`config.mk`:
```
export PLATFORM = sky130hd
export DESIGN_NAME = sync_length_crc_frame_decoder_core
export DESIGN_NICKNAME = d
export VERILOG_FILES = /design/src/rtl/slcfd_pkg.sv /design/src/rtl/slcfd_ram.sv /design/src/rtl/slcfd_front.sv /design/src/rtl/slcfd_cmd_fifo.sv /design/src/rtl/slcfd_back.sv /design/src/rtl/sync_length_crc_frame_decoder_core.sv
export VERILOG_INCLUDE_DIRS = /design/src /design/src/rtl
export SDC_FILE = /design/constraint.sdc
export NUM_CORES = 1
export LEC_CHECK = 0
export BUFFER_PORTS_ARGS = -buffer_cell sky130_fd_sc_hd__buf_2
export CORE_UTILIZATION = 59
export CTS_BUF_LIST = sky130_fd_sc_hd__clkbuf_8
export CTS_CLUSTER_SIZE = 14
export DETAILED_ROUTE_END_ITERATION = 6
export HOLD_SLACK_MARGIN = 0.02
export PLACE_DENSITY = 0.76
export SETUP_SLACK_MARGIN = 0.05
export SYNTH_ARGS = -nofsm -noshare
export SYNTH_HDL_FRONTEND = slang
export SYNTH_SLANG_ARGS = --single-unit
```
`constraint.sdc`:
```
create_clock -name clock -period 6.15 [get_ports clock]
set_input_delay 0.9225 -clock clock [delete_from_list [all_inputs] [get_ports clock]]
set_output_delay 0.9225 -clock clock [all_outputs]
set_load 0.01 [all_outputs]
```
`src/rtl/assert_macros.svh`:
```
// ----------------------------------------------------------------------------
// Assertion macros
// Shared shorthand for the concurrent checks in the deframer RTL.
// ----------------------------------------------------------------------------
`ifndef ASSERT_MACROS_SVH
`define ASSERT_MACROS_SVH

// The expression must hold at every clock edge outside reset.
`define ASSERT_ALWAYS(label, clk, rst, expr) \
   label: assert property (@(posedge clk) disable iff (rst) (expr)) \
      else $error("assertion failed");

// When the antecedent holds, the consequent must hold on the same edge.
`define ASSERT_IMPLIES(label, clk, rst, ante, cons) \
   label: assert property (@(posedge clk) disable iff (rst) (ante) |-> (cons)) \
      else $error("assertion failed");

`endif

```
`src/rtl/slcfd_pkg.sv`:
```
// ----------------------------------------------------------------------------
// slcfd_pkg
// Types, codes and the CRC byte update shared by the deframer modules.
// ----------------------------------------------------------------------------
package slcfd_pkg;

   localparam int BYTE_W = 8;
   localparam int LEN_W  = 6;
   localparam int CODE_W = 3;
   localparam int CAP_W  = 6;

   localparam logic [15:0]       CRC_INIT     = 16'hFFFF;
   localparam logic [15:0]       CRC_POLY     = 16'h1021;
   localparam logic [BYTE_W-1:0] SYNC_RESET   = 8'hAA;
   localparam logic [CAP_W-1:0]  CAP_RESET    = 6'd32;

   // Configuration register indexes.
   localparam logic CSR_SYNC_BYTE     = 1'b0;
   localparam logic CSR_DEST_CAPACITY = 1'b1;

   typedef enum logic [CODE_W-1:0] {
      ST_OK    = 3'd0,
      ST_TRUNC = 3'd1,
      ST_SYNC  = 3'd2,
      ST_LEN   = 3'd3,
      ST_CRC   = 3'd4,
      ST_SMALL = 3'd5
   } status_code_type;

   // One finished frame, handed from the front to the back.
   typedef struct packed {
      status_code_type    code;
      logic [BYTE_W-1:0]  frame_type;
      logic [LEN_W-1:0]   length;
   } frame_cmd_type;

   typedef enum logic [1:0] {
      BK_IDLE,
      BK_READ,
      BK_LOAD,
      BK_STATUS
   } back_state_type;

   // CRC-16, MSB first, one byte per call.
   function automatic logic [15:0] crc16_update(input logic [15:0] crc,
                                                input logic [BYTE_W-1:0] b);
      logic [15:0] c;
      c = crc ^ {b, 8'h00};
      for (int i = 0; i < 8; i++) begin
         if (c[15]) begin
            c = {c[14:0], 1'b0} ^ CRC_POLY;
         end else begin
            c = {c[14:0], 1'b0};
         end
      end
      return c;
   endfunction

endpackage

```
`src/rtl/slcfd_ram.sv`:
```
// ----------------------------------------------------------------------------
// slcfd_ram
// Generic single-write, single-read RAM with a registered read port.
// ----------------------------------------------------------------------------
module slcfd_ram #(
   parameter int WIDTH = 8,
   parameter int DEPTH = 32,
   localparam int AddrW = (DEPTH > 1) ? $clog2(DEPTH) : 1
) (
   input  logic             clock,
   input  logic             wr_en,
   input  logic [AddrW-1:0] wr_addr,
   input  logic [WIDTH-1:0] wr_data,
   input  logic             rd_en,
   input  logic [AddrW-1:0] rd_addr,
   output logic [WIDTH-1:0] rd_data
);

   logic [WIDTH-1:0] mem_ff [DEPTH];
   logic [WIDTH-1:0] rd_data_ff;

   always_ff @(posedge clock) begin
      if (wr_en) begin
         mem_ff[wr_addr] <= wr_data;
      end
      if (rd_en) begin
         rd_data_ff <= mem_ff[rd_addr];
      end
   end

   assign rd_data = rd_data_ff;

endmodule

```
`src/rtl/slcfd_front.sv`:
```
// ----------------------------------------------------------------------------
// slcfd_front
// Byte parser: tracks frame position, runs the CRC, stores payload bytes and
// queues one command per buffer.
// ----------------------------------------------------------------------------
module slcfd_front #(
   parameter int MAX_PAYLOAD = 32,
   localparam int PosW  = $clog2(MAX_PAYLOAD + 5),
   localparam int LenW  = $clog2(MAX_PAYLOAD + 1),
   localparam int AddrW = (MAX_PAYLOAD > 1) ? $clog2(MAX_PAYLOAD) : 1
) (
   input  logic                                    clock,
   input  logic                                    reset,
   input  logic                                    req_valid,
   output logic                                    req_ready,
   input  logic [slcfd_pkg::BYTE_W-1:0]            req_data_byte,
   input  logic                                    req_end_of_buffer,
   input  logic [slcfd_pkg::BYTE_W-1:0]            sync_byte,
   input  logic [slcfd_pkg::CAP_W-1:0]             dest_capacity,
   input  logic                                    drain_busy,
   input  logic                                    cmd_full,
   output logic                                    cmd_push,
   output slcfd_pkg::frame_cmd_type                cmd_data,
   output logic                                    ram_wr_en,
   output logic [AddrW-1:0]                        ram_wr_addr,
   output logic [slcfd_pkg::BYTE_W-1:0]            ram_wr_data
);
   import slcfd_pkg::*;

   logic [PosW-1:0]   pos_ff, pos_in;
   logic [15:0]       crc_ff, crc_in;
   logic [LenW-1:0]   len_ff, len_in;
   logic [BYTE_W-1:0] kind_ff, kind_in;
   logic [BYTE_W-1:0] crc_hi_ff, crc_hi_in;
   logic              skip_ff, skip_in;

   logic              accept;
   logic              in_payload;
   logic [PosW-1:0]   payload_end;
   logic [15:0]       crc_next;

   assign payload_end = PosW'(len_ff) + PosW'(3);
   assign in_payload  = !skip_ff && (pos_ff >= PosW'(3)) && (pos_ff < payload_end);
   // Payload bytes wait while the back may still read the store.
   assign req_ready   = !cmd_full && !(in_payload && drain_busy);
   assign accept      = req_valid && req_ready;
   assign crc_next    = crc16_update(crc_ff, req_data_byte);

   assign ram_wr_addr = AddrW'(pos_ff - PosW'(3));
   assign ram_wr_data = req_data_byte;

   always_comb begin
      logic            done;
      status_code_type code;
      done      = 1'b0;
      code      = ST_OK;
      pos_in    = pos_ff;
      crc_in    = crc_ff;
      len_in    = len_ff;
      kind_in   = kind_ff;
      crc_hi_in = crc_hi_ff;
      skip_in   = skip_ff;
      cmd_push  = 1'b0;
      cmd_data  = '{code: ST_OK, frame_type: '0, length: '0};
      ram_wr_en = 1'b0;

      if (accept) begin
         if (skip_ff) begin
            if (req_end_of_buffer) begin
               skip_in = 1'b0;
            end
         end else begin
            if (pos_ff == PosW'(0)) begin
               if (req_end_of_buffer) begin
                  done = 1'b1;
                  code = ST_TRUNC;
               end else if (req_data_byte != sync_byte) begin
                  done = 1'b1;
                  code = ST_SYNC;
               end else begin
                  crc_in = crc_next;
               end
            end else if (pos_ff == PosW'(1)) begin
               if (req_data_byte > BYTE_W'(MAX_PAYLOAD)) begin
                  done = 1'b1;
                  code = ST_LEN;
               end else begin
                  len_in = LenW'(req_data_byte);
                  crc_in = crc_next;
               end
            end else if (pos_ff == PosW'(2)) begin
               kind_in = req_data_byte;
               crc_in  = crc_next;
            end else if (in_payload) begin
               ram_wr_en = 1'b1;
               crc_in    = crc_next;
            end else if (pos_ff == payload_end) begin
               crc_hi_in = req_data_byte;
            end else begin
               done = 1'b1;
               if ({crc_hi_ff, req_data_byte} != crc_ff) begin
                  code = ST_CRC;
               end else if ((len_ff != '0) && (dest_capacity < CAP_W'(len_ff))) begin
                  code = ST_SMALL;
               end else begin
                  code = ST_OK;
               end
            end

            // A frame cut short by the end flag reports truncated.
            if (!done && req_end_of_buffer) begin
               done = 1'b1;
               code = ST_TRUNC;
            end

            if (done) begin
               cmd_push      = 1'b1;
               cmd_data.code = code;
               if (code == ST_OK) begin
                  cmd_data.frame_type = kind_ff;
                  cmd_data.length     = LEN_W'(len_ff);
               end
               pos_in    = '0;
               crc_in    = CRC_INIT;
               len_in    = '0;
               kind_in   = '0;
               crc_hi_in = '0;
               skip_in   = !req_end_of_buffer;
            end else begin
               pos_in = pos_ff + PosW'(1);
            end
         end
      end
   end

   always_ff @(posedge clock) begin
      if (reset) begin
         pos_ff    <= '0;
         crc_ff    <= CRC_INIT;
         len_ff    <= '0;
         kind_ff   <= '0;
         crc_hi_ff <= '0;
         skip_ff   <= 1'b0;
      end else begin
         pos_ff    <= pos_in;
         crc_ff    <= crc_in;
         len_ff    <= len_in;
         kind_ff   <= kind_in;
         crc_hi_ff <= crc_hi_in;
         skip_ff   <= skip_in;
      end
   end

endmodule

```
`src/rtl/slcfd_cmd_fifo.sv`:
```
// ----------------------------------------------------------------------------
// slcfd_cmd_fifo
// Two-entry queue of frame commands between the front and the back.
// ----------------------------------------------------------------------------
`include "assert_macros.svh"

module slcfd_cmd_fifo (
   input  logic                     clock,
   input  logic                     reset,
   input  logic                     push,
   input  slcfd_pkg::frame_cmd_type push_data,
   input  logic                     pop,
   output slcfd_pkg::frame_cmd_type pop_data,
   output logic                     not_empty,
   output logic                     full
);
   import slcfd_pkg::*;

   frame_cmd_type entry_ff [2];
   logic          wr_ptr_ff, wr_ptr_in;
   logic          rd_ptr_ff, rd_ptr_in;
   logic [1:0]    count_ff, count_in;

   assign not_empty = (count_ff != 2'd0);
   assign full      = (count_ff == 2'd2);
   assign pop_data  = entry_ff[rd_ptr_ff];

   always_comb begin
      wr_ptr_in = push ? !wr_ptr_ff : wr_ptr_ff;
      rd_ptr_in = pop  ? !rd_ptr_ff : rd_ptr_ff;
      count_in  = count_ff + {1'b0, push} - {1'b0, pop};
   end

   always_ff @(posedge clock) begin
      if (push) begin
         entry_ff[wr_ptr_ff] <= push_data;
      end
   end

   always_ff @(posedge clock) begin
      if (reset) begin
         wr_ptr_ff <= 1'b0;
         rd_ptr_ff <= 1'b0;
         count_ff  <= 2'd0;
      end else begin
         wr_ptr_ff <= wr_ptr_in;
         rd_ptr_ff <= rd_ptr_in;
         count_ff  <= count_in;
      end
   end

   `ASSERT_IMPLIES(a_no_push_when_full, clock, reset, push, !full)
   `ASSERT_IMPLIES(a_no_pop_when_empty, clock, reset, pop, not_empty)

endmodule

```
`src/rtl/slcfd_back.sv`:
```
// ----------------------------------------------------------------------------
// slcfd_back
// Result sequencer: drains stored payload bytes of a good frame, then sends
// the frame status, through one output register.
// ----------------------------------------------------------------------------
`include "assert_macros.svh"

module slcfd_back #(
   parameter int MAX_PAYLOAD = 32,
   localparam int LenW  = $clog2(MAX_PAYLOAD + 1),
   localparam int AddrW = (MAX_PAYLOAD > 1) ? $clog2(MAX_PAYLOAD) : 1
) (
   input  logic                           clock,
   input  logic                           reset,
   input  logic                           cmd_valid,
   input  slcfd_pkg::frame_cmd_type       cmd_data,
   output logic                           cmd_pop,
   output logic                           ram_rd_en,
   output logic [AddrW-1:0]               ram_rd_addr,
   input  logic [slcfd_pkg::BYTE_W-1:0]   ram_rd_data,
   output logic                           busy,
   output logic                           rsp_valid,
   input  logic                           rsp_ready,
   output logic                           rsp_is_status,
   output logic [slcfd_pkg::BYTE_W-1:0]   rsp_payload_byte,
   output logic [slcfd_pkg::BYTE_W-1:0]   rsp_frame_type,
   output logic [slcfd_pkg::LEN_W-1:0]    rsp_payload_length,
   output logic [slcfd_pkg::CODE_W-1:0]   rsp_status_code,
   output logic                           rsp_last
);
   import slcfd_pkg::*;

   back_state_type    state_ff, state_in;
   frame_cmd_type     cmd_ff;
   logic [LenW-1:0]   idx_ff, idx_in;
   logic [LenW-1:0]   idx_inc;
   logic              out_free;
   logic              load_byte;
   logic              load_status;

   logic              rsp_valid_ff, rsp_valid_in;
   logic              is_status_ff;
   logic [BYTE_W-1:0] payload_byte_ff;
   logic [BYTE_W-1:0] frame_type_ff;
   logic [LEN_W-1:0]  length_ff;
   logic [CODE_W-1:0] code_ff;

   assign out_free = !rsp_valid_ff || rsp_ready;
   assign idx_inc  = idx_ff + LenW'(1);

   // Next state.
   always_comb begin
      state_in = state_ff;
      case (state_ff)
         BK_IDLE: begin
            if (cmd_valid) begin
               if ((cmd_data.code == ST_OK) && (cmd_data.length != '0)) begin
                  state_in = BK_READ;
               end else begin
                  state_in = BK_STATUS;
               end
            end
         end
         BK_READ: begin
            state_in = BK_LOAD;
         end
         BK_LOAD: begin
            if (out_free) begin
               state_in = (idx_inc == LenW'(cmd_ff.length)) ? BK_STATUS : BK_READ;
            end
         end
         BK_STATUS: begin
            if (out_free) begin
               state_in = BK_IDLE;
            end
         end
         default: begin
            state_in = BK_IDLE;
         end
      endcase
   end

   // Outputs of the sequencer.
   always_comb begin
      cmd_pop     = 1'b0;
      ram_rd_en   = 1'b0;
      load_byte   = 1'b0;
      load_status = 1'b0;
      case (state_ff)
         BK_IDLE:   cmd_pop     = cmd_valid;
         BK_READ:   ram_rd_en   = 1'b1;
         BK_LOAD:   load_byte   = out_free;
         BK_STATUS: load_status = out_free;
         default:   cmd_pop     = 1'b0;
      endcase
   end

   assign busy        = (state_ff != BK_IDLE);
   assign ram_rd_addr = AddrW'(idx_ff);

   always_comb begin
      idx_in = idx_ff;
      if (cmd_pop) begin
         idx_in = '0;
      end else if (load_byte) begin
         idx_in = idx_inc;
      end
      rsp_valid_in = rsp_valid_ff;
      if (load_byte || load_status) begin
         rsp_valid_in = 1'b1;
      end else if (rsp_ready) begin
         rsp_valid_in = 1'b0;
      end
   end

   always_ff @(posedge clock) begin
      if (reset) begin
         state_ff     <= BK_IDLE;
         rsp_valid_ff <= 1'b0;
      end else begin
         state_ff     <= state_in;
         rsp_valid_ff <= rsp_valid_in;
      end
   end

   always_ff @(posedge clock) begin
      idx_ff <= idx_in;
      if (cmd_pop) begin
         cmd_ff <= cmd_data;
      end
      if (load_byte) begin
         is_status_ff    <= 1'b0;
         payload_byte_ff <= ram_rd_data;
         frame_type_ff   <= '0;
         length_ff       <= '0;
         code_ff         <= ST_OK;
      end else if (load_status) begin
         is_status_ff    <= 1'b1;
         payload_byte_ff <= '0;
         frame_type_ff   <= cmd_ff.frame_type;
         length_ff       <= cmd_ff.length;
         code_ff         <= cmd_ff.code;
      end
   end

   assign rsp_valid          = rsp_valid_ff;
   assign rsp_is_status      = is_status_ff;
   assign rsp_payload_byte   = payload_byte_ff;
   assign rsp_frame_type     = frame_type_ff;
   assign rsp_payload_length = length_ff;
   assign rsp_status_code    = code_ff;
   assign rsp_last           = is_status_ff;

   `ASSERT_IMPLIES(a_drain_in_range, clock, reset, (state_ff == BK_LOAD),
      (idx_ff < LenW'(cmd_ff.length)))

endmodule

```
`src/rtl/sync_length_crc_frame_decoder_core.sv`:
```
// ----------------------------------------------------------------------------
// sync_length_crc_frame_decoder_core
// Deframer for sync / length / type / payload / CRC-16 frames, one byte a word.
// ----------------------------------------------------------------------------
// The block takes one byte of a receive buffer per input word and gives one
// status word per buffer; a good frame's payload bytes come out first, each
// as its own word, and the status word (with last set) follows. The front
// parser takes a byte every cycle, with two exceptions: a payload byte is held
// off while the back still drains an earlier frame out of the shared payload
// RAM or has one waiting in the queue, and any byte waits while the two-entry
// command queue is full. The back side takes a command off the queue, then for
// each payload word reads the RAM through its registered read port into the
// output register, then loads the status word; each load waits while the
// output register still holds a word that the consumer has not taken. There
// is no clearing pass after reset: the payload store is always written by a
// frame before it is read.
`include "assert_macros.svh"

module sync_length_crc_frame_decoder_core #(
   parameter int MAX_PAYLOAD = 32
) (
   input  logic                          clock,
   input  logic                          reset,

   input  logic                          req_valid,
   output logic                          req_ready,
   input  logic [slcfd_pkg::BYTE_W-1:0]  req_data_byte,
   input  logic                          req_end_of_buffer,

   output logic                          rsp_valid,
   input  logic                          rsp_ready,
   output logic                          rsp_is_status,
   output logic [slcfd_pkg::BYTE_W-1:0]  rsp_payload_byte,
   output logic [slcfd_pkg::BYTE_W-1:0]  rsp_frame_type,
   output logic [slcfd_pkg::LEN_W-1:0]   rsp_payload_length,
   output logic [slcfd_pkg::CODE_W-1:0]  rsp_status_code,
   output logic                          rsp_last,

   input  logic                          csr_wr_en,
   input  logic                          csr_index,
   input  logic [slcfd_pkg::BYTE_W-1:0]  csr_wdata
);
   import slcfd_pkg::*;

   localparam int AddrW = (MAX_PAYLOAD > 1) ? $clog2(MAX_PAYLOAD) : 1;

   // Configuration registers.
   logic [BYTE_W-1:0] sync_byte_ff, sync_byte_in;
   logic [CAP_W-1:0]  dest_capacity_ff, dest_capacity_in;

   always_comb begin
      sync_byte_in     = sync_byte_ff;
      dest_capacity_in = dest_capacity_ff;
      if (csr_wr_en) begin
         case (csr_index)
            CSR_SYNC_BYTE:     sync_byte_in     = csr_wdata;
            CSR_DEST_CAPACITY: dest_capacity_in = csr_wdata[CAP_W-1:0];
            default:           sync_byte_in     = sync_byte_ff;
         endcase
      end
   end

   always_ff @(posedge clock) begin
      if (reset) begin
         sync_byte_ff     <= SYNC_RESET;
         dest_capacity_ff <= CAP_RESET;
      end else begin
         sync_byte_ff     <= sync_byte_in;
         dest_capacity_ff <= dest_capacity_in;
      end
   end

   // Front to queue, queue to back.
   logic              cmd_push;
   frame_cmd_type     cmd_push_data;
   logic              cmd_pop;
   frame_cmd_type     cmd_pop_data;
   logic              cmd_not_empty;
   logic              cmd_full;
   logic              back_busy;
   logic              drain_busy;

   // Payload store ports.
   logic              ram_wr_en;
   logic [AddrW-1:0]  ram_wr_addr;
   logic [BYTE_W-1:0] ram_wr_data;
   logic              ram_rd_en;
   logic [AddrW-1:0]  ram_rd_addr;
   logic [BYTE_W-1:0] ram_rd_data;

   // The back may still read the store whenever it is active or has a frame
   // queued; the front writes new payload only once both are clear.
   assign drain_busy = back_busy || cmd_not_empty;

   slcfd_front #(
      .MAX_PAYLOAD (MAX_PAYLOAD)
   ) u_front (
      .clock             (clock),
      .reset             (reset),
      .req_valid         (req_valid),
      .req_ready         (req_ready),
      .req_data_byte     (req_data_byte),
      .req_end_of_buffer (req_end_of_buffer),
      .sync_byte         (sync_byte_ff),
      .dest_capacity     (dest_capacity_ff),
      .drain_busy        (drain_busy),
      .cmd_full          (cmd_full),
      .cmd_push          (cmd_push),
      .cmd_data          (cmd_push_data),
      .ram_wr_en         (ram_wr_en),
      .ram_wr_addr       (ram_wr_addr),
      .ram_wr_data       (ram_wr_data)
   );

   slcfd_cmd_fifo u_cmd_fifo (
      .clock     (clock),
      .reset     (reset),
      .push      (cmd_push),
      .push_data (cmd_push_data),
      .pop       (cmd_pop),
      .pop_data  (cmd_pop_data),
      .not_empty (cmd_not_empty),
      .full      (cmd_full)
   );

   slcfd_ram #(
      .WIDTH (BYTE_W),
      .DEPTH (MAX_PAYLOAD)
   ) u_payload_ram (
      .clock   (clock),
      .wr_en   (ram_wr_en),
      .wr_addr (ram_wr_addr),
      .wr_data (ram_wr_data),
      .rd_en   (ram_rd_en),
      .rd_addr (ram_rd_addr),
      .rd_data (ram_rd_data)
   );

   slcfd_back #(
      .MAX_PAYLOAD (MAX_PAYLOAD)
   ) u_back (
      .clock              (clock),
      .reset              (reset),
      .cmd_valid          (cmd_not_empty),
      .cmd_data           (cmd_pop_data),
      .cmd_pop            (cmd_pop),
      .ram_rd_en          (ram_rd_en),
      .ram_rd_addr        (ram_rd_addr),
      .ram_rd_data        (ram_rd_data),
      .busy               (back_busy),
      .rsp_valid          (rsp_valid),
      .rsp_ready          (rsp_ready),
      .rsp_is_status      (rsp_is_status),
      .rsp_payload_byte   (rsp_payload_byte),
      .rsp_frame_type     (rsp_frame_type),
      .rsp_payload_length (rsp_payload_length),
      .rsp_status_code    (rsp_status_code),
      .rsp_last           (rsp_last)
   );

   // A payload write must never land while the back can still read the store.
   `ASSERT_IMPLIES(a_no_write_during_drain, clock, reset, ram_wr_en, !drain_busy)

endmodule

```
==> flow_summary.json, run 1 <==
{
  "antenna_cells": 0,
  "use_met3_pct": 5.31,
  "grt_usage_pct": 25.0,
  "synth_top_area_share_pct": 56.0,
  "rrSetupSlack_ps": 1810,
  "slew_viol_final": 0,
  "ys_async_sr_fraction_pct": 0,
  "required_ps": 6580,
  "rsz0062_at_grt": "false",
  "vias": 9930,
  "hold_violations": 0,
  "ctsResizeCount": 0,
  "synth_area_leader_cell": "edfxtp_1",
  "max_slew.worst_pin.slew_ps": 1170,
  "peakVddDrop_v": 0.000168,
  "antenna_found_initial": 0,
  "grt_max_degree": 69,
  "core_area_mm2": 0.0288,
  "cts_buffers": 61,
  "regArea_mm2": 0.0115,
  "root_buffer": "clkbuf_8",
  "grt_pass1_wl_um": 57100,
  "drc": 0,
  "crit_path_frequent_cell": "ha_1",
  "clk_pin_slew_ps": 60,
  "critical_path_class": "flip-flop to flip-flop",
  "ys_seq_area_share_pct": 66.5,
  "grt_use_met1_pct": 34.1,
  "drv_cap": 0,
  "path_delay_family": "simple AND/OR/NAND/NOR gates",
  "rows": 62,
  "drive_above_1_share_pct": 21.6,
  "clock_latency_ps": 620,
  "cp.buffers_inverters": 1,
  "final_area_mm2": 0.0190,
  "drtIter0Drc": 851,
  "ys_seq_elements": 414,
  "die_h_um": 173,
  "clock_sinks": 414,
  "htreeDepth": 2,
  "multi_input_area_mm2": 0.00535,
  "maxClockFrequency_ghz": 0.231,
  "fillCellCount": 1993,
  "placed_cell_area_mm2": 0.0178,
  "die_area_mm2": 0.0301,
  "critPathMaxStageDelay_ps": 980,
  "crit_chain": "inv_1 -> ha_1 -> nor3_1 -> xnor2_1 -> ha_1 -> nand3_1 -> a21o_1 -> a31oi_2 -> nand3b_1 -> nor4b_1 -> a31oi_1",
  "finalClockSkew_ps": 34.8,
  "powerDensity_mw_per_mm2": 356,
  "first_global_vias": 10060,
  "finalWirelength_um": 36300,
  "postSynthAreaPerCell_um2": 15.1,
  "p_total_w": 0.00676,
  "wl_per_cell_um": 22.2,
  "io-pin-count": 52,
  "die_width_um": 173,
  "gp_congestion": 0.843,
  "synthFlopType": "edfxtp_1",
  "cts_tree": "yes",
  "port-buffer-count": 51,
  "finalSetupTns_ps": 0,
  "final_core_util_pct": 66.0,
  "place_inst": 1524,
  "clockBufferDepth": 3,
  "start_util_pct": 60.2,
  "grt_overflow": 0,
  "grt_util_met2_pct": 40.3,
  "min_period_ps": 4340,
  "post-route-period-util_pct": 70.5,
  "hold_buffers": 0,
  "cp-end-kind": "flip-flop",
  "cp-start-kind": "flip-flop",
  "ant_nets": 0,
  "status": "completed",
  "syn_nets": 1195,
  "ys_types": 66,
  "worst_ep_arrival_time_ps": 4770,
  "synth_edf_count": 323,
  "yosysWarnings": 0,
  "finalNetCount": 1247,
  "cp_max_fo": 32,
  "critPathSlowestCell": "nand3b_1",
  "max_slew_margin_pct": 21.9,
  "synth_area_mm2": 0.0173,
  "area_growth_pct": 9.53,
  "synth_cells": 1151,
  "dp.final_hpwl_um": 23000,
  "leakage_nw": 6.31,
  "hold_path.class": "flip-flop to flip-flop",
  "setup_viol": 0,
  "firstDrtPassIters": 5,
  "fin_cells": 1639,
  "grt_busiest_layer": "met2",
  "synth.area.top_cells": "edfxtp_1, dfxtp_1, mux4_2",
  "post_cts_buffers": 0,
  "avgViaCountPerCell": 6.06
}
## cell families (layout without fill, tap and decap cells)
group	Yosys count	in the layout	share of synthesized area [%]
DFF	414	414	66.5
buffers and inverters	108	212	2.71
muxes	106	106	12.1
and+or+nand+nor	303	303	8.87
AOI/OAI and AO/OA	131	131	4.91
xor gates and xnor gates	68	68	3.44
adders and majority gates	21	21	1.52
## worst paths after layout
check / start / cells past startpoint / end
setup / recovery: u_front.len_ff[0]$_SDFFE_PP0P_ / 11 / u_front.crc_ff[3]$_SDFFE_PP1P_
hold / removal: u_back.rsp_frame_type[2]$_SDFFE_PP0P_ / 2 / u_back.rsp_frame_type[2]$_SDFFE_PP0P_
setup reg to reg: u_front.len_ff[0]$_SDFFE_PP0P_ / 11 / u_front.crc_ff[3]$_SDFFE_PP1P_
hold reg to reg: u_back.rsp_frame_type[2]$_SDFFE_PP0P_ / 2 / u_back.rsp_frame_type[2]$_SDFFE_PP0P_
## Yosys cell counts (10+ instances only)
cell / n
inv_1: 33
o21ai_0: 35
xor2_1: 29
dfxtp_1: 91
mux2_2: 26
nand2_1: 87
nand3_1: 63
a31oi_1: 21
nor4_1: 22
xnor2_1: 39
clkbuf_1: 46
buf_2: 10
ha_1: 21
a21oi_1: 35
and2_1: 10
edfxtp_1: 323
nor3_1: 10
mux4_2: 80
buf_1: 10
nor2_1: 56
## tightest hold or removal path: stages, from the launching register on
cell,delay (ps)
dfxtp_1,320
nand2_1,50
o21ai_0,50
## where the power goes
group,leakage (nW),internal (W),switching [W]
clock network,0.689,0.00104,0.00101
registers,3.68,0.00327,0.000137
logic,1.94,0.000582,0.000718
## cell usage in the layout, fill, tap and decap left out, types with 3 or more instances in the layout
| cell | instances |
|---|---|
| edfxtp_1 | 323 |
| dfxtp_1 | 89 |
| nand2_1 | 87 |
| mux4_2 | 80 |
| clkbuf_8 | 70 |
| nand3_1 | 63 |
| inv_1 | 60 |
| nor2_1 | 56 |
| buf_2 | 51 |
| xnor2_1 | 39 |
| o21ai_0 | 35 |
| a21oi_1 | 35 |
| xor2_1 | 29 |
| mux2_2 | 26 |
| nor4_1 | 22 |
| ha_1 | 21 |
| a31oi_1 | 20 |
| buf_4 | 13 |
| nor3_1 | 10 |
| and2_1 | 10 |
| clkinv_1 | 10 |
| nand4_1 | 8 |
| nor3b_1 | 8 |
| nor2b_1 | 6 |
| nor3_2 | 6 |
| nand2b_1 | 5 |
| clkinv_2 | 5 |
| o211ai_1 | 4 |
| nand3b_1 | 3 |
| or3_1 | 3 |
| o21a_1 | 3 |
| o31ai_1 | 3 |
| and3_1 | 3 |
| nor3b_2 | 3 |
## cell type report
cell class                 instances  share of cell area (%)
multi-input combinational        629                    28.2
clock inverter                    45                    1.00
inverter                          33                   0.652
timing repair buffer              64                    1.86
tap                              384                    2.53
sequential                       414                    60.7
clock buffer                      70                    5.07
## flip-flops by register name (all words and copies together) (netlist names), 8 cells and up, named ones only
| signal | cells |
|---|---|
| u_back.rsp_frame_type | 8 |
| u_front.kind_ff | 8 |
| u_cmd_fifo.entry_ff | 34 |
| u_front.crc_ff | 16 |
| u_front.crc_hi_ff | 8 |
| sync_byte_ff | 8 |
| u_back.cmd_ff | 17 |
| u_back.rsp_payload_byte | 8 |
| u_payload_ram.rd_data | 8 |
| u_payload_ram.mem_ff | 256 |
## layer usage
layer	up-vias	part of all wire (%)
met5	-	0
met4	0	2.4
met3	64	7.4
met2	400	49
met1	4957	42
li1	4509	-
## through the flow
stage                     setup slack (ps)  hold slack, ps
after floorplan                       2640             431
after global placement                2010             430
after detailed placement              1880             437
after CTS                             1850             452
after global routing                  1410             481
final                                 1810             451
Power figures use the tool's default switching activity.
==> inputs of run 2 (changes only) <==
--- a/config.mk
+++ b/config.mk
@@ -6,6 +6,7 @@
 export SDC_FILE = /design/constraint.sdc
 export NUM_CORES = 1
 export LEC_CHECK = 0
+export ABC_AREA = 1
 export BUFFER_PORTS_ARGS = -buffer_cell sky130_fd_sc_hd__buf_2
 export CORE_UTILIZATION = 59
 export CTS_BUF_LIST = sky130_fd_sc_hd__clkbuf_8
==> constraint.sdc (replaced) <==
create_clock -name clock -period 4 [get_ports clock]
set_input_delay 0.6 -clock clock [delete_from_list [all_inputs] [get_ports clock]]
set_output_delay 0.6 -clock clock [all_outputs]
set_load 0.01 [all_outputs]
==> run 2 against run 1 <==
- register-to-register slack worse by 1400 ps
- cell count increased by 32%
- count of clock-buffer cells in the layout increased by 9
- clock skew down 0.84 ps
- routed wire length rose by 15%
- non-clock buffer count rose by 41
- die area rose by 1.8%
- sequential share of layout area decreased by 2.4 points
- global-route usage up 3.0 points
- area after synthesis rose by 1.9%
- clock power up 76%
- sequential cell count unchanged
==> flow_summary.json, run 2 <==
{
  "status": "completed",
  "core_area_mm2": 0.0291,
  "dp_slack_ps": 429,
  "cp-end-kind": "primary output",
  "whs_ps": 218,
  "rsz0062_at_grt": "false",
  "synth.most_common_cell": "edfxtp_1",
  "root_buffer": "clkbuf_8",
  "hold_path.class": "input pin to flip-flop",
  "firstDrtPassIters": 6,
  "hold_violations": 0,
  "required_ps": 3400,
  "syn_nets": 1683,
  "io-pin-count": 52,
  "ys_seq_area_share_pct": 65.2,
  "first_global_vias": 12146,
  "grt_pass1_wl_um": 65200,
  "cp-start-kind": "flip-flop",
  "synth_top_area_share_pct": 54.9,
  "ctsResizeCount": 0,
  "hold_buffers": 0,
  "cp_max_fo": 4,
  "vias": 12553,
  "ys_seq_elements": 414,
  "post-route-period-util_pct": 90.5,
  "max_slew.worst_pin.slew_ps": 1230,
  "clock_latency_ps": 610,
  "synth_area_mm2": 0.0177,
  "synth_edf_count": 323,
  "clockBufferDepth": 3,
  "ant_nets": 0,
  "worst_ep_arrival_time_ps": 3020,
  "die_h_um": 175,
  "mostFrequentLayoutCells": "edfxtp_1, nor2_1, nand2_1, o21ai_0, inv_1",
  "leakage_nw": 7.29,
  "finalClockSkew_ps": 34.0,
  "clock_sinks": 414,
  "drtIter0Drc": 1267,
  "grt_usage_pct": 27.9,
  "regMostFlops": "u_payload_ram.mem_ff",
  "gp_congestion": 0.925,
  "postSynthAreaPerCell_um2": 10.8,
  "antenna_cells": 0,
  "ys_async_sr_fraction_pct": 0,
  "final_area_mm2": 0.0198,
  "start_util_pct": 60.7,
  "avgViaCountPerCell": 5.80,
  "drv_cap": 0,
  "synth_common_cells": "edfxtp_1, nor2_1, nand2_1",
  "synthFlopType": "edfxtp_1",
  "finalWirelength_um": 41700,
  "wl_per_cell_um": 19.3,
  "peakVddDrop_v": 0.000407,
  "cts_tree": "yes",
  "port-buffer-count": 51,
  "die_width_um": 175,
  "finalSetupTns_ps": 0,
  "ys_types": 42,
  "yosysWarnings": 0,
  "final_common_cell": "edfxtp_1",
  "critical_path_class": "flip-flop to primary output",
  "max_slew_margin_pct": 17.9,
  "synth_area_leader_cell": "edfxtp_1",
  "placed_cell_area_mm2": 0.0184,
  "synth_cells": 1639,
  "drc": 0,
  "reg.largest.list": "u_payload_ram.mem_ff x256, u_cmd_fifo.entry_ff x34, u_back.cmd_ff x17",
  "rows": 62,
  "cts_buffers": 68,
  "synth.area.top_cells": "edfxtp_1, dfxtp_1, nor2_1",
  "area_growth_pct": 11.9,
  "antenna_found_initial": 0,
  "die_area_mm2": 0.0306,
  "slew_viol_final": 0,
  "largest_register_ffs": 256,
  "drive_above_1_share_pct": 14.0,
  "finalNetCount": 1776,
  "powerDensity_mw_per_mm2": 595,
  "htreeDepth": 3,
  "maxClockFrequency_ghz": 0.276,
  "dp.final_hpwl_um": 26600,
  "min_period_ps": 3620,
  "final_core_util_pct": 67.9,
  "post_cts_buffers": 0,
  "worst_slack_ps": 380,
  "setup_viol": 0,
  "grt_overflow": 0,
  "grt_max_degree": 129,
  "clk_pin_slew_ps": 60
}
run 2: cell count changes after synthesis, sizes merged, moves of 44 or more:
cell / change
nor2: +236
nand2: +146
inv: +63
o21ai: +148
o221ai: +44
nand3: +46
mux4: -80
run 2: kinds of logic (layout without fill, tap and decap cells):
kind of cell               count (synthesis)  after routing  share of synthesized area [%]
and+or+nand+nor                          658            658                           16.0
muxes                                     14             14                          0.893
adders and majority gates                 21             21                           1.49
xor gates and xnor gates                  42             42                           2.08
AOI/OAI and AO/OA                        311            311                           10.1
DFF                                      414            414                           65.2
buffers and inverters                    179            320                           4.23
run 2: worst max-delay path: stages (launching register included):
cell and delay, ps:
dfxtp_1 350, inv_1 100, ha_1 220, or2_2 310, nor2_1 110, xor2_1 160, ha_1 250, nand2_1 90
inv_1 50, nand2_1 120, nand2_1 70, nor2_1 120, nand3_2 140, and2_1 200, buf_2 140
run 2: area by class of cell:
cell class	instances	area (um^2)
Inverter	97	365
Clock inverter	39	244
Multi-Input combinational cell	1046	5390
Sequential cell	414	11500
Clock buffer	79	1090
Timing Repair Buffer	105	661
Fill cell	2135	9330
Tap cell	384	480
run 2: path summary, 6_finish.rpt:
check | from | end | slack (ps) | cells after the start
hold reg to reg | u_back.cmd_ff[11]$_DFFE_PP_ | u_back.rsp_frame_type[5]$_SDFFE_PP0P_ | 440 | 2
hold / removal | csr_wdata[7] | sync_byte_ff[7]$_SDFFE_PP1P_ | 220 | 3
setup / recovery | u_front.len_ff[0]$_SDFFE_PP0P_ | req_ready | 380 | 14
setup reg to reg | u_front.len_ff[0]$_SDFFE_PP0P_ | u_payload_ram.mem_ff[5][4]$_DFFE_PP_ | 400 | 16
run 2: per-stage QoR:
step | power (W) | cells
3_5_place_dp | 0.00818 | 2046
6_report | 0.0117 | 2164
4_1_cts | 0.0118 | 2164
3_3_place_gp | 0.00810 | 2046
5_1_grt | 0.0123 | 2164
2_1_floorplan | 0.00730 | 1639
run 2: routing by layer:
layer  track usage, %  share of wire (%)  vias to the layer above  routed length [um]
met5                0                  0                        -                   0
met4             12.9                3.7                        0                1530
met3             4.83                8.3                      128                3470
met2             45.6                 48                      621               20000
met1             36.6                 40                     5875               16800
li1                 -                  -                     5929                   -
run 2: where the power goes:
| part | internal (W) | switching (W) |
|---|---|---|
| combinational | 0.000883 | 0.00202 |
| sequential | 0.00505 | 0.000200 |
| clock | 0.00194 | 0.00166 |
==> inputs of run 3 (changes only) <==
--- a/config.mk
+++ b/config.mk
@@ -7,13 +7,13 @@
 export NUM_CORES = 1
 export LEC_CHECK = 0
 export ABC_AREA = 1
-export BUFFER_PORTS_ARGS = -buffer_cell sky130_fd_sc_hd__buf_2
 export CORE_UTILIZATION = 59
 export CTS_BUF_LIST = sky130_fd_sc_hd__clkbuf_8
 export CTS_CLUSTER_SIZE = 14
 export DETAILED_ROUTE_END_ITERATION = 6
+export DONT_BUFFER_PORTS = 1
 export HOLD_SLACK_MARGIN = 0.02
-export PLACE_DENSITY = 0.76
+export PLACE_DENSITY = 0.75
 export SETUP_SLACK_MARGIN = 0.05
 export SYNTH_ARGS = -nofsm -noshare
 export SYNTH_HDL_FRONTEND = slang
==> run 3 against run 2 <==
- clock power is 3% lower
- clock skew is 7.8 ps lower
- die area stayed put
- routed wire length is 2.6% lower
- register-to-register slack worse by 30 ps
- setup slack worse by 8.1 ps
- non-clock buffer count is 58 lower
- sequential power is 2% higher
- total power is 2.0% lower
==> flow_summary.json, run 3 (same netlist as run 2, synthesis figures left out) <==
{
  "max_slew.worst_pin.slew_ps": 1280,
  "vias": 12283,
  "area_growth_pct": 9.98,
  "hold_start": "reset",
  "max_slew_margin_pct": 14.4,
  "firstDrtPassIters": 6,
  "powerDensity_mw_per_mm2": 593,
  "worst_ep_arrival_time_ps": 3910,
  "peakVddDrop_v": 0.000283,
  "die_width_um": 175,
  "clock_sinks": 414,
  "drive_above_1_share_pct": 11.1,
  "first_global_vias": 11878,
  "regMostFlops": "u_payload_ram.mem_ff",
  "die_h_um": 175,
  "cts_tree": "yes",
  "avgViaCountPerCell": 5.84,
  "grt_max_degree": 68,
  "grt_usage_pct": 26.9,
  "post_cts_buffers": 0,
  "cts_buffers": 66,
  "worst_slack_ps": 372,
  "rrSetupSlack_ps": 370,
  "fillCellCount": 2168,
  "r2r-start": "u_front.len_ff[0]$_SDFFE_PP0P_",
  "final_core_util_pct": 66.8,
  "drc": 0,
  "antenna_cells": 0,
  "whs_path_depth": 1,
  "clock_latency_ps": 590,
  "clk_pin_slew_ps": 60,
  "post-route-period-util_pct": 90.7,
  "drv_cap": 0,
  "htreeDepth": 3,
  "drtIter0Drc": 1260,
  "reg.largest.list": "u_payload_ram.mem_ff x256, u_cmd_fifo.entry_ff x34, u_back.cmd_ff x17",
  "start_util_pct": 60.7,
  "min_period_ps": 3630,
  "status": "completed",
  "r2r_cells": 17,
  "cp-end-kind": "flip-flop",
  "p_total_w": 0.0115,
  "required_ps": 4280,
  "min_to": "u_back.rsp_valid$_SDFFE_PP0P_",
  "clockBufferDepth": 3,
  "r2r_end": "u_payload_ram.mem_ff[8][5]$_DFFE_PP_",
  "ctsResizeCount": 0,
  "ant_nets": 0,
  "dp_slack_ps": 425,
  "final_common_cell": "edfxtp_1",
  "gp_congestion": 0.953,
  "rows": 62,
  "wl_per_cell_um": 19.3,
  "finalClockSkew_ps": 26.2,
  "finalNetCount": 1716,
  "largest_register_ffs": 256,
  "cp_max_fo": 8,
  "setup_viol": 0,
  "grt_pass1_wl_um": 63300,
  "slew_viol_final": 0,
  "mostFrequentLayoutCells": "edfxtp_1, nor2_1, nand2_1, o21ai_0, inv_1",
  "maxClockFrequency_ghz": 0.276,
  "grt_overflow": 0,
  "hold_buffers": 0,
  "hold_path.class": "input pin to flip-flop",
  "antenna_found_initial": 0,
  "rsz0062_at_grt": "false",
  "leakage_nw": 6.98,
  "die_area_mm2": 0.0306,
  "io-pin-count": 52,
  "finalSetupTns_ps": 0,
  "hold_violations": 0,
  "finalWirelength_um": 40600,
  "cp-start-kind": "flip-flop",
  "critical_path_class": "flip-flop to flip-flop",
  "root_buffer": "clkbuf_8",
  "port-buffer-count": 0,
  "core_area_mm2": 0.0291,
  "dp.final_hpwl_um": 25700
}
run 3: worst max-delay path, stage by stage, from the launching register on:
cell	delay (ps)
dfxtp_1	360
inv_1	100
ha_1	210
or2_2	310
nor2_1	120
xor2_1	80
ha_1	270
nand2_1	80
nor2_1	110
nand2_1	110
inv_1	70
nor2_1	50
nand3_2	110
nand3_4	140
nor4_4	270
nand2_1	480
nor2_1	260
buf_4	210
run 3: how the worst max path moves through the flow:
| stage | slack, ps | from | end |
|---|---|---|---|
| 3_3_place_gp | 520 | u_front.len_ff[0]$_SDFFE_PP0P_ | u_payload_ram.mem_ff[12][6]$_DFFE_PP_ |
| 5_1_grt | 220 | u_front.len_ff[0]$_SDFFE_PP0P_ | u_payload_ram.mem_ff[4][5]$_DFFE_PP_ |
| 2_1_floorplan | 530 | u_front.len_ff[0]$_SDFFE_PP0P_ | u_cmd_fifo.entry_ff[0][0]$_DFFE_PP_ |
| 6_report | 370 | u_front.len_ff[0]$_SDFFE_PP0P_ | u_payload_ram.mem_ff[8][5]$_DFFE_PP_ |
| 3_5_place_dp | 430 | u_front.len_ff[0]$_SDFFE_PP0P_ | u_payload_ram.mem_ff[8][2]$_DFFE_PP_ |
| 4_1_cts | 420 | u_front.len_ff[0]$_SDFFE_PP0P_ | req_ready |
run 3: per-stage QoR:
step,cell area [um^2],hold slack (ps),cells
after floorplan,17700,419,1639
after global placement,18100,422,1988
after CTS,19400,49.7,2103
after detailed placement,18100,431,1988
after global routing,19400,53.5,2103
final,19400,81.5,2103
run 3: power breakdown:
group / internal (W) / switching (W)
Combinational: 0.000836 / 0.00183
Clock: 0.00188 / 0.00161
Sequential: 0.00505 / 0.000305
Total: 0.00777 / 0.00374
run 3: routing by layer:
layer	vias to the layer above	share of wire, %	wire length (um)	global-route usage [%]
met5	-	0	0	0
met4	0	2.7	1090	10.2
met3	92	9.4	3820	6.59
met2	601	46	18800	42.6
met1	5789	42	16900	36.2
li1	5801	-	-	-
run 3: area by class of cell:
type / count / area [um^2] / share of cell area, %
clock inverters: 35 / 189 / 0.973
multi-input cells: 1046 / 5390 / 27.8
well taps: 384 / 480 / 2.47
repair buffers: 47 / 365 / 1.88
clock buffers: 80 / 1100 / 5.67
flip-flops and latches: 414 / 11500 / 59.4
inverters: 97 / 365 / 1.88
